[config.mk]
export PLATFORM = sky130hd
export DESIGN_NAME = two_wire_link_handshake_unit
export DESIGN_NICKNAME = d
export VERILOG_FILES = /design/src/design/twlh_pkg.sv /design/src/design/two_wire_link_handshake_unit.sv
export SDC_FILE = /design/constraint.sdc
export NUM_CORES = 1
export LEC_CHECK = 0
export ABC_AREA = 1
export BUFFER_PORTS_ARGS = -buffer_cell sky130_fd_sc_hd__buf_2
export CORE_ASPECT_RATIO = 0.5
export CORE_MARGIN = 4
export CORE_UTILIZATION = 54
export DETAILED_ROUTE_END_ITERATION = 10
export PLACE_DENSITY = 0.72
export SETUP_SLACK_MARGIN = 0.5
export SLEW_MARGIN = 20
export SYNTH_ARGS = -nofsm -noshare
export SYNTH_HDL_FRONTEND = slang
export SYNTH_SLANG_ARGS = --single-unit
[constraint.sdc]
create_clock -name aclk -period 11.9 [get_ports aclk]
set_clock_uncertainty 0.2 [all_clocks]
set_input_delay 2.38 -clock aclk [delete_from_list [all_inputs] [get_ports aclk]]
set_output_delay 2.38 -clock aclk [all_outputs]
set_load 0.01 [all_outputs]
[src/design/twlh_pkg.sv]
// types and constants of the two-wire link handshake unit
package twlh_pkg;

    localparam int TIMEOUT_BITS   = 16;
    localparam int CFG_INDEX_BITS = 2;
    localparam int PHASE_BITS     = 3;

    // configuration register indexes
    localparam logic [CFG_INDEX_BITS-1:0] CFG_ANNOUNCE_TIMEOUT  = 2'd0;
    localparam logic [CFG_INDEX_BITS-1:0] CFG_HANDSHAKE_TIMEOUT = 2'd1;

    localparam logic [TIMEOUT_BITS-1:0] ANNOUNCE_TIMEOUT_RESET  = 16'd10000;
    localparam logic [TIMEOUT_BITS-1:0] HANDSHAKE_TIMEOUT_RESET = 16'd20;

    // opcodes
    localparam logic [1:0] OP_TICK     = 2'd0;
    localparam logic [1:0] OP_ANNOUNCE = 2'd1;
    localparam logic [1:0] OP_RESPOND  = 2'd2;

    // handshake phases
    localparam logic [PHASE_BITS-1:0] PH_IDLE      = 3'd0;
    localparam logic [PHASE_BITS-1:0] PH_A_L2LOW   = 3'd1;
    localparam logic [PHASE_BITS-1:0] PH_A_L1LOW   = 3'd2;
    localparam logic [PHASE_BITS-1:0] PH_A_L1HIGH  = 3'd3;
    localparam logic [PHASE_BITS-1:0] PH_R_L2HIGH  = 3'd4;
    localparam logic [PHASE_BITS-1:0] PH_R_L1LOW   = 3'd5;

    // outcome codes
    localparam logic [2:0] OUT_NONE          = 3'd0;
    localparam logic [2:0] OUT_CONNECTED     = 3'd1;
    localparam logic [2:0] OUT_ANNOUNCE_TO   = 3'd2;
    localparam logic [2:0] OUT_INIT_TO       = 3'd3;
    localparam logic [2:0] OUT_COMPLETE_TO   = 3'd4;
    localparam logic [2:0] OUT_ACK_PRES_TO   = 3'd5;
    localparam logic [2:0] OUT_ACK_HSHAKE_TO = 3'd6;

    typedef struct packed {
        logic [1:0] opcode;
        logic [2:0] side;
        logic       line_one_level;
        logic       line_two_level;
    } in_item_t;

    typedef struct packed {
        logic [2:0] out_side;
        logic       line_one_pull_low;
        logic       line_two_pull_low;
        logic       busy_res;
        logic [2:0] outcome;
    } out_item_t;

    // line drives {line1, line2} held in each phase
    function automatic logic [1:0] phase_drives(input logic [PHASE_BITS-1:0] ph);
        logic [1:0] d;
        case (ph)
            PH_A_L1LOW:  d = 2'b00;
            PH_A_L1HIGH: d = 2'b01;
            PH_R_L1LOW:  d = 2'b01;
            default:     d = 2'b10;
        endcase
        return d;
    endfunction

endpackage

[src/design/two_wire_link_handshake_unit.sv]
// top level of the two-wire link handshake unit
// path: a transaction accepted on s_ passes through the input register and the result register to m_
// throughput: one transaction per cycle while m_ready keeps the result stage moving, set by the per-side state update
// back-to-back transactions on the same side see each other's updates without stalls
// reset: synchronous active-low aresetn idles every side, clears counters,
// empties both pipeline registers and restores the timeout defaults
module two_wire_link_handshake_unit #(
    parameter int SIDE_COUNT = 6,
    parameter int COUNT_BITS = 16
) (
    input  logic                                   aclk,
    input  logic                                   aresetn,
    input  logic                                   s_valid,
    output logic                                   s_ready,
    input  twlh_pkg::in_item_t                     s_data,
    output logic                                   m_valid,
    input  logic                                   m_ready,
    output twlh_pkg::out_item_t                    m_data,
    input  logic                                   cfg_valid,
    output logic                                   cfg_ready,
    input  logic [twlh_pkg::CFG_INDEX_BITS-1:0]    cfg_index,
    input  logic [twlh_pkg::TIMEOUT_BITS-1:0]      cfg_data
);

    localparam int SIDE_IDX_BITS = (SIDE_COUNT > 1) ? $clog2(SIDE_COUNT) : 1;
    localparam int SIDE_WIDE_BITS = SIDE_IDX_BITS + 3;
    localparam int CMP_BITS = (COUNT_BITS > twlh_pkg::TIMEOUT_BITS) ?
                              COUNT_BITS : twlh_pkg::TIMEOUT_BITS;
    localparam logic [COUNT_BITS-1:0] COUNT_MAX = '1;

    // input register stage
    logic                     in_valid_reg;
    twlh_pkg::in_item_t       in_reg;

    // result register stage
    logic                     out_valid_reg;
    twlh_pkg::out_item_t      out_reg;
    twlh_pkg::out_item_t      out_next;

    // per-side handshake state
    logic [twlh_pkg::PHASE_BITS-1:0] phase_reg [SIDE_COUNT];
    logic [COUNT_BITS-1:0]           count_reg [SIDE_COUNT];
    logic [twlh_pkg::PHASE_BITS-1:0] phase_next;
    logic [COUNT_BITS-1:0]           count_next;

    // configuration registers
    logic [twlh_pkg::TIMEOUT_BITS-1:0] announce_timeout_reg;
    logic [twlh_pkg::TIMEOUT_BITS-1:0] handshake_timeout_reg;

    logic                            advance;
    logic [SIDE_WIDE_BITS-1:0]       side_wide;
    logic [SIDE_IDX_BITS-1:0]        side_idx;
    logic                            side_in_range;
    logic [twlh_pkg::PHASE_BITS-1:0] cur_phase;
    logic [COUNT_BITS-1:0]           cur_count;
    logic [COUNT_BITS-1:0]           count_inc;
    logic                            met;
    logic [twlh_pkg::PHASE_BITS-1:0] step_phase;
    logic [2:0]                      err_code;
    logic [twlh_pkg::TIMEOUT_BITS-1:0] limit;
    logic                            expired;
    logic [2:0]                      outcome_next;
    logic [1:0]                      drives;

    // the input stage moves on whenever the result register is free or being emptied
    assign advance   = in_valid_reg && (!out_valid_reg || m_ready);
    assign s_ready   = !in_valid_reg || advance;
    assign m_valid   = out_valid_reg;
    assign m_data    = out_reg;
    assign cfg_ready = 1'b1;

    // side decode, widened so the range check works for any side count
    assign side_wide     = {{SIDE_IDX_BITS{1'b0}}, in_reg.side};
    assign side_idx      = side_wide[SIDE_IDX_BITS-1:0];
    assign side_in_range = side_wide < SIDE_WIDE_BITS'(SIDE_COUNT);

    assign cur_phase = phase_reg[side_idx];
    assign cur_count = count_reg[side_idx];

    // saturating wait counter, expiry at the limit or at saturation
    assign count_inc = (cur_count != COUNT_MAX) ? cur_count + COUNT_BITS'(1) : cur_count;
    assign expired   = (CMP_BITS'(count_inc) >= CMP_BITS'(limit)) || (count_inc == COUNT_MAX);

    // what the current wait looks for, where it leads and how it fails
    always_comb begin
        met        = 1'b0;
        step_phase = twlh_pkg::PH_IDLE;
        err_code   = twlh_pkg::OUT_NONE;
        limit      = handshake_timeout_reg;
        case (cur_phase)
            twlh_pkg::PH_A_L2LOW: begin
                met        = !in_reg.line_two_level;
                step_phase = twlh_pkg::PH_A_L1LOW;
                err_code   = twlh_pkg::OUT_ANNOUNCE_TO;
                limit      = announce_timeout_reg;
            end
            twlh_pkg::PH_A_L1LOW: begin
                met        = !in_reg.line_one_level;
                step_phase = twlh_pkg::PH_A_L1HIGH;
                err_code   = twlh_pkg::OUT_INIT_TO;
            end
            twlh_pkg::PH_A_L1HIGH: begin
                met        = in_reg.line_one_level;
                step_phase = twlh_pkg::PH_IDLE;
                err_code   = twlh_pkg::OUT_COMPLETE_TO;
            end
            twlh_pkg::PH_R_L2HIGH: begin
                met        = in_reg.line_two_level;
                step_phase = twlh_pkg::PH_R_L1LOW;
                err_code   = twlh_pkg::OUT_ACK_PRES_TO;
            end
            twlh_pkg::PH_R_L1LOW: begin
                met        = !in_reg.line_one_level;
                step_phase = twlh_pkg::PH_IDLE;
                err_code   = twlh_pkg::OUT_ACK_HSHAKE_TO;
            end
            default: begin
                met = 1'b0;
            end
        endcase
    end

    // per-side state update for the transaction held in the input stage
    always_comb begin
        phase_next   = cur_phase;
        count_next   = cur_count;
        outcome_next = twlh_pkg::OUT_NONE;
        case (in_reg.opcode)
            twlh_pkg::OP_ANNOUNCE: begin
                // a start always restarts, abandoning any running handshake
                phase_next = twlh_pkg::PH_A_L2LOW;
                count_next = '0;
            end
            twlh_pkg::OP_RESPOND: begin
                phase_next = twlh_pkg::PH_R_L2HIGH;
                count_next = '0;
            end
            twlh_pkg::OP_TICK: begin
                if (cur_phase != twlh_pkg::PH_IDLE) begin
                    if (err_code == twlh_pkg::OUT_NONE) begin
                        // unused phase code falls back to idle
                        phase_next = twlh_pkg::PH_IDLE;
                        count_next = '0;
                    end else if (met) begin
                        phase_next = step_phase;
                        count_next = '0;
                        if (step_phase == twlh_pkg::PH_IDLE) begin
                            outcome_next = twlh_pkg::OUT_CONNECTED;
                        end
                    end else if (expired) begin
                        phase_next   = twlh_pkg::PH_IDLE;
                        count_next   = '0;
                        outcome_next = err_code;
                    end else begin
                        count_next = count_inc;
                    end
                end
            end
            default: begin
                // unknown opcode leaves the side untouched
                phase_next = cur_phase;
            end
        endcase
    end

    // result: drives and busy describe the side after the update
    assign drives = twlh_pkg::phase_drives(phase_next);

    always_comb begin
        out_next.out_side = in_reg.side;
        if (side_in_range) begin
            out_next.line_one_pull_low = drives[1];
            out_next.line_two_pull_low = drives[0];
            out_next.busy_res          = (phase_next != twlh_pkg::PH_IDLE);
            out_next.outcome           = outcome_next;
        end else begin
            // sides beyond the configured count report idle and never change
            out_next.line_one_pull_low = 1'b1;
            out_next.line_two_pull_low = 1'b0;
            out_next.busy_res          = 1'b0;
            out_next.outcome           = twlh_pkg::OUT_NONE;
        end
    end

    // input stage
    always_ff @(posedge aclk) begin
        if (!aresetn) begin
            in_valid_reg <= 1'b0;
        end else if (s_ready) begin
            in_valid_reg <= s_valid;
        end
        if (s_valid && s_ready) begin
            in_reg <= s_data;
        end
    end

    // result stage
    always_ff @(posedge aclk) begin
        if (!aresetn) begin
            out_valid_reg <= 1'b0;
        end else if (!out_valid_reg || m_ready) begin
            out_valid_reg <= in_valid_reg;
        end
        if (advance) begin
            out_reg <= out_next;
        end
    end

    // per-side state, written only for sides inside the configured count
    always_ff @(posedge aclk) begin
        if (!aresetn) begin
            for (int i = 0; i < SIDE_COUNT; i++) begin
                phase_reg[i] <= twlh_pkg::PH_IDLE;
                count_reg[i] <= '0;
            end
        end else if (advance && side_in_range) begin
            phase_reg[side_idx] <= phase_next;
            count_reg[side_idx] <= count_next;
        end
    end

    // configuration writes, unknown indexes are dropped
    always_ff @(posedge aclk) begin
        if (!aresetn) begin
            announce_timeout_reg  <= twlh_pkg::ANNOUNCE_TIMEOUT_RESET;
            handshake_timeout_reg <= twlh_pkg::HANDSHAKE_TIMEOUT_RESET;
        end else if (cfg_valid && cfg_ready) begin
            case (cfg_index)
                twlh_pkg::CFG_ANNOUNCE_TIMEOUT:  announce_timeout_reg  <= cfg_data;
                twlh_pkg::CFG_HANDSHAKE_TIMEOUT: handshake_timeout_reg <= cfg_data;
                default: begin
                    announce_timeout_reg <= announce_timeout_reg;
                end
            endcase
        end
    end

endmodule

==> metrics <==
vias in the first global route=about 8,500; max incr delay on CP=0.77 ns; Placer Congestion=0.875; routed len/inst=around 17 um; critical path class=flop to flop; htree depth=1; Crit. path cell count=27; Clock Path Buffers=3; #FFs+latches synth=205; element type at the critical path end=flop; initial antenna violation count=0; Hold Startpoint=handshake_timeout_reg[4]$_SDFFE_PN1P_; Hold EP=handshake_timeout_reg[4]$_SDFFE_PN1P_; Skew-Pair Late Insertion Delay=0.50 ns; leakage=between 0.005 and 0.006 uW; die width=210 um; final setup margin=approximately 5.7 ns; worst path buffer plus inverter count=4; RSZ-0062 raised after global routing=no; final net count=approximately 1,500; Slowest-stage cell, CP=nand2_1; Final min period=roughly 6.2 ns; fmax=roughly 0.16 GHz; cell taking the most area after synthesis=edfxtp_1; Synth Cell Area=about 11,000 sq um; Initial Utilization=55.7%; Area Growth Syn to Fin=9.39%; initial DRC count=852; Synth warnings=0; Yosys cell types=39; Core Area=between 15,000 and 20,000 sq um; Gate Count Post-Synth=between 1,000 and 1,500; Post-Synth Adder-Cell Area=under 10%; max FFs per register=128; most used cell, CP=nand2_1; DR DRC count=0; IO Pins=42; CTS tree=yes; Die Ht=approximately 110 um; CP Launch Type=flop; worst r2r path cells=27; via/cell ratio=5.30; top post-synthesis cells by area=edfxtp_1, nand2_1, nor2_1; post-synth top area share=a little under half; Post-synth ARST share=0%; register area share after synthesis=~53%; Clock transition at path regs=around 0.07 ns; Hold Path Stages=2; final period utilization=51.7%; peak supply drop=roughly 110 uV; Die Area=between 20,000 and 25,000 sq um; Mean Syn Cell Area=just over 8 sq um; final hold violations=0; Synth Area in Compound Gates=~6%; ANT cells=0; Slew Viols, Final=0; largest family of logic cells by synthesized area=simple AND/OR/NAND/NOR gates; mux share of post-synthesis cell area=~1.5%; TritonCTS Buffers=19; cts repair resizes=0; worst min-delay path category=flop to flop; CP Max Fanout=41; largest net degree at the start of global routing=72; Top delay family on crit path=simple AND/OR/NAND/NOR gates; routed via count=between 8,000 and 9,000; Overall Global Routing Usage=24.6%; Slew HR=27.0%; count of final setup violators=0; router iterations before antenna repair=5; worst-margin pin slew=about 1.1 ns; root buffer cell=clkbuf_16; aggregate routed wire length=between 20 and 30 mm; setup TNS=0 ns; FF-to-FF setup slack=approximately 5.7 ns; Post-CTS Setup Bufs=0; count of flip-flops with a built-in enable after synthesis=168; Clock Sink Count=between 200 and 250; # rows=36; Cell Area, Placed=between 10,000 and 15,000 sq um; fraction of the mapped netlist area in simple logic gates=between 20% and 30%; cts hold-fix bufs=0; design area=12,000 sq um; XOR/XNOR Fraction of Synth Area=less than 1%; placement-stage worst setup slack=~5.6 ns; post-route ant nets=0; R2R Path End=count_reg[2][1]$_SDFFCE_PN0P_; HPWL Detailed=between 15 and 20 mm; gr ovfl total=0; Max Cap Viol=0; layout cells sized above 1=9.88%; global-route wire length before repair=44.3 mm; Power, Total=approximately 1800 uW; cell area power density=~150 nW/um^2; outcome=complete, no violations; crit path DAT=around 6.3 ns; Primary FF master, synth=edfxtp_1; Final Util=between 60 and 70%; port buffer count=40; WP data required=approximately 12 ns; fill count=1,731
==> layout by cell type (no fill, tap or decap), types with 21 or more instances in the layout <==
master | netlist | layout
nand2_1 | 416 | 415
nor2_1 | 212 | 212
edfxtp_1 | 168 | 168
inv_1 | 137 | 137
nand3_1 | 111 | 111
buf_2 | 18 | 40
conb_1 | 2 | 39
o21ai_0 | 38 | 37
dfxtp_1 | 37 | 36
a21oi_1 | 34 | 34
o21ai_1 | 22 | 23
nand2_2 | 20 | 21
==> cell usage after synthesis (15+ instances only) <==
master	n
dfxtp_1	37
inv_1	137
edfxtp_1	168
nand2_2	20
o21ai_0	38
nand3_1	111
o21ai_1	22
ha_1	17
inv_2	16
buf_2	18
a21oi_1	34
clkbuf_1	25
mux2i_1	15
nor2_1	212
nand2_1	416
==> cell families after synthesis <==
family	after synthesis
xor+xnor	2
buf+inv	214
mux	16
other cells	2
simple gates	781
flops	205
fa+ha+maj	17
compound gates	118
==> per-layer routing <==
layer / vias up / GRT usage (%) / part of all wire (%)
li1: 4419 / - / -
met1: 4072 / 36.4 / 46
met2: 394 / 38.0 / 42
met3: 39 / 5.26 / 11
met4: 0 / 4.89 / 1.4
met5: - / 0 / 0
==> worst max-delay path by stage <==
| stage | endpoint | startpoint | slack, ns |
|---|---|---|---|
| finish | count_reg[2][1]$_SDFFCE_PN0P_ | flop | 5.75 |
| global route | count_reg[2][1]$_SDFFCE_PN0P_ | flop | 5.23 |
| CTS | count_reg[2][1]$_SDFFCE_PN0P_ | flop | 5.80 |
| detailed placement | count_reg[0][7]$_SDFFCE_PN0P_ | aresetn | 5.60 |
| global placement | count_reg[0][12]$_SDFFCE_PN0P_ | aresetn | 5.73 |
| floorplan | s_ready | m_ready | 6.76 |
==> layout make-up <==
class / count / area [sq um] / area share [%]
clock buffers: 26 / 522 / 4.34
clock inverters: 8 / 88.8 / 0.739
inverters: 157 / 594 / 4.95
multi-input cells: 973 / 4430 / 36.9
flip-flops and latches: 205 / 5790 / 48.2
well taps: 266 / 333 / 2.77
repair buffers: 48 / 260 / 2.17
==> worst min-delay path, stage by stage, from the launching register on <==
cell	delay (ns)
dfxtp_1	0.33
nand2_1	0.05
nand3_1	0.05
==> per-stage QoR <==
stage / instances / hold WS, ns
detailed placement: 1649 / 0.246
global route: 1683 / 0.281
finish: 1683 / 0.259
CTS: 1683 / 0.262
floorplan: 1392 / 0.229
global placement: 1649 / 0.237
==> where the power goes <==
| group | internal (uW) | switching, uW |
|---|---|---|
| Combinational | 93.1 | 236 |
| Clock | 351 | 262 |
| Sequential | 808 | 11.3 |
| Total | 1250 | 510 |
(Power assumes the default switching activity.)
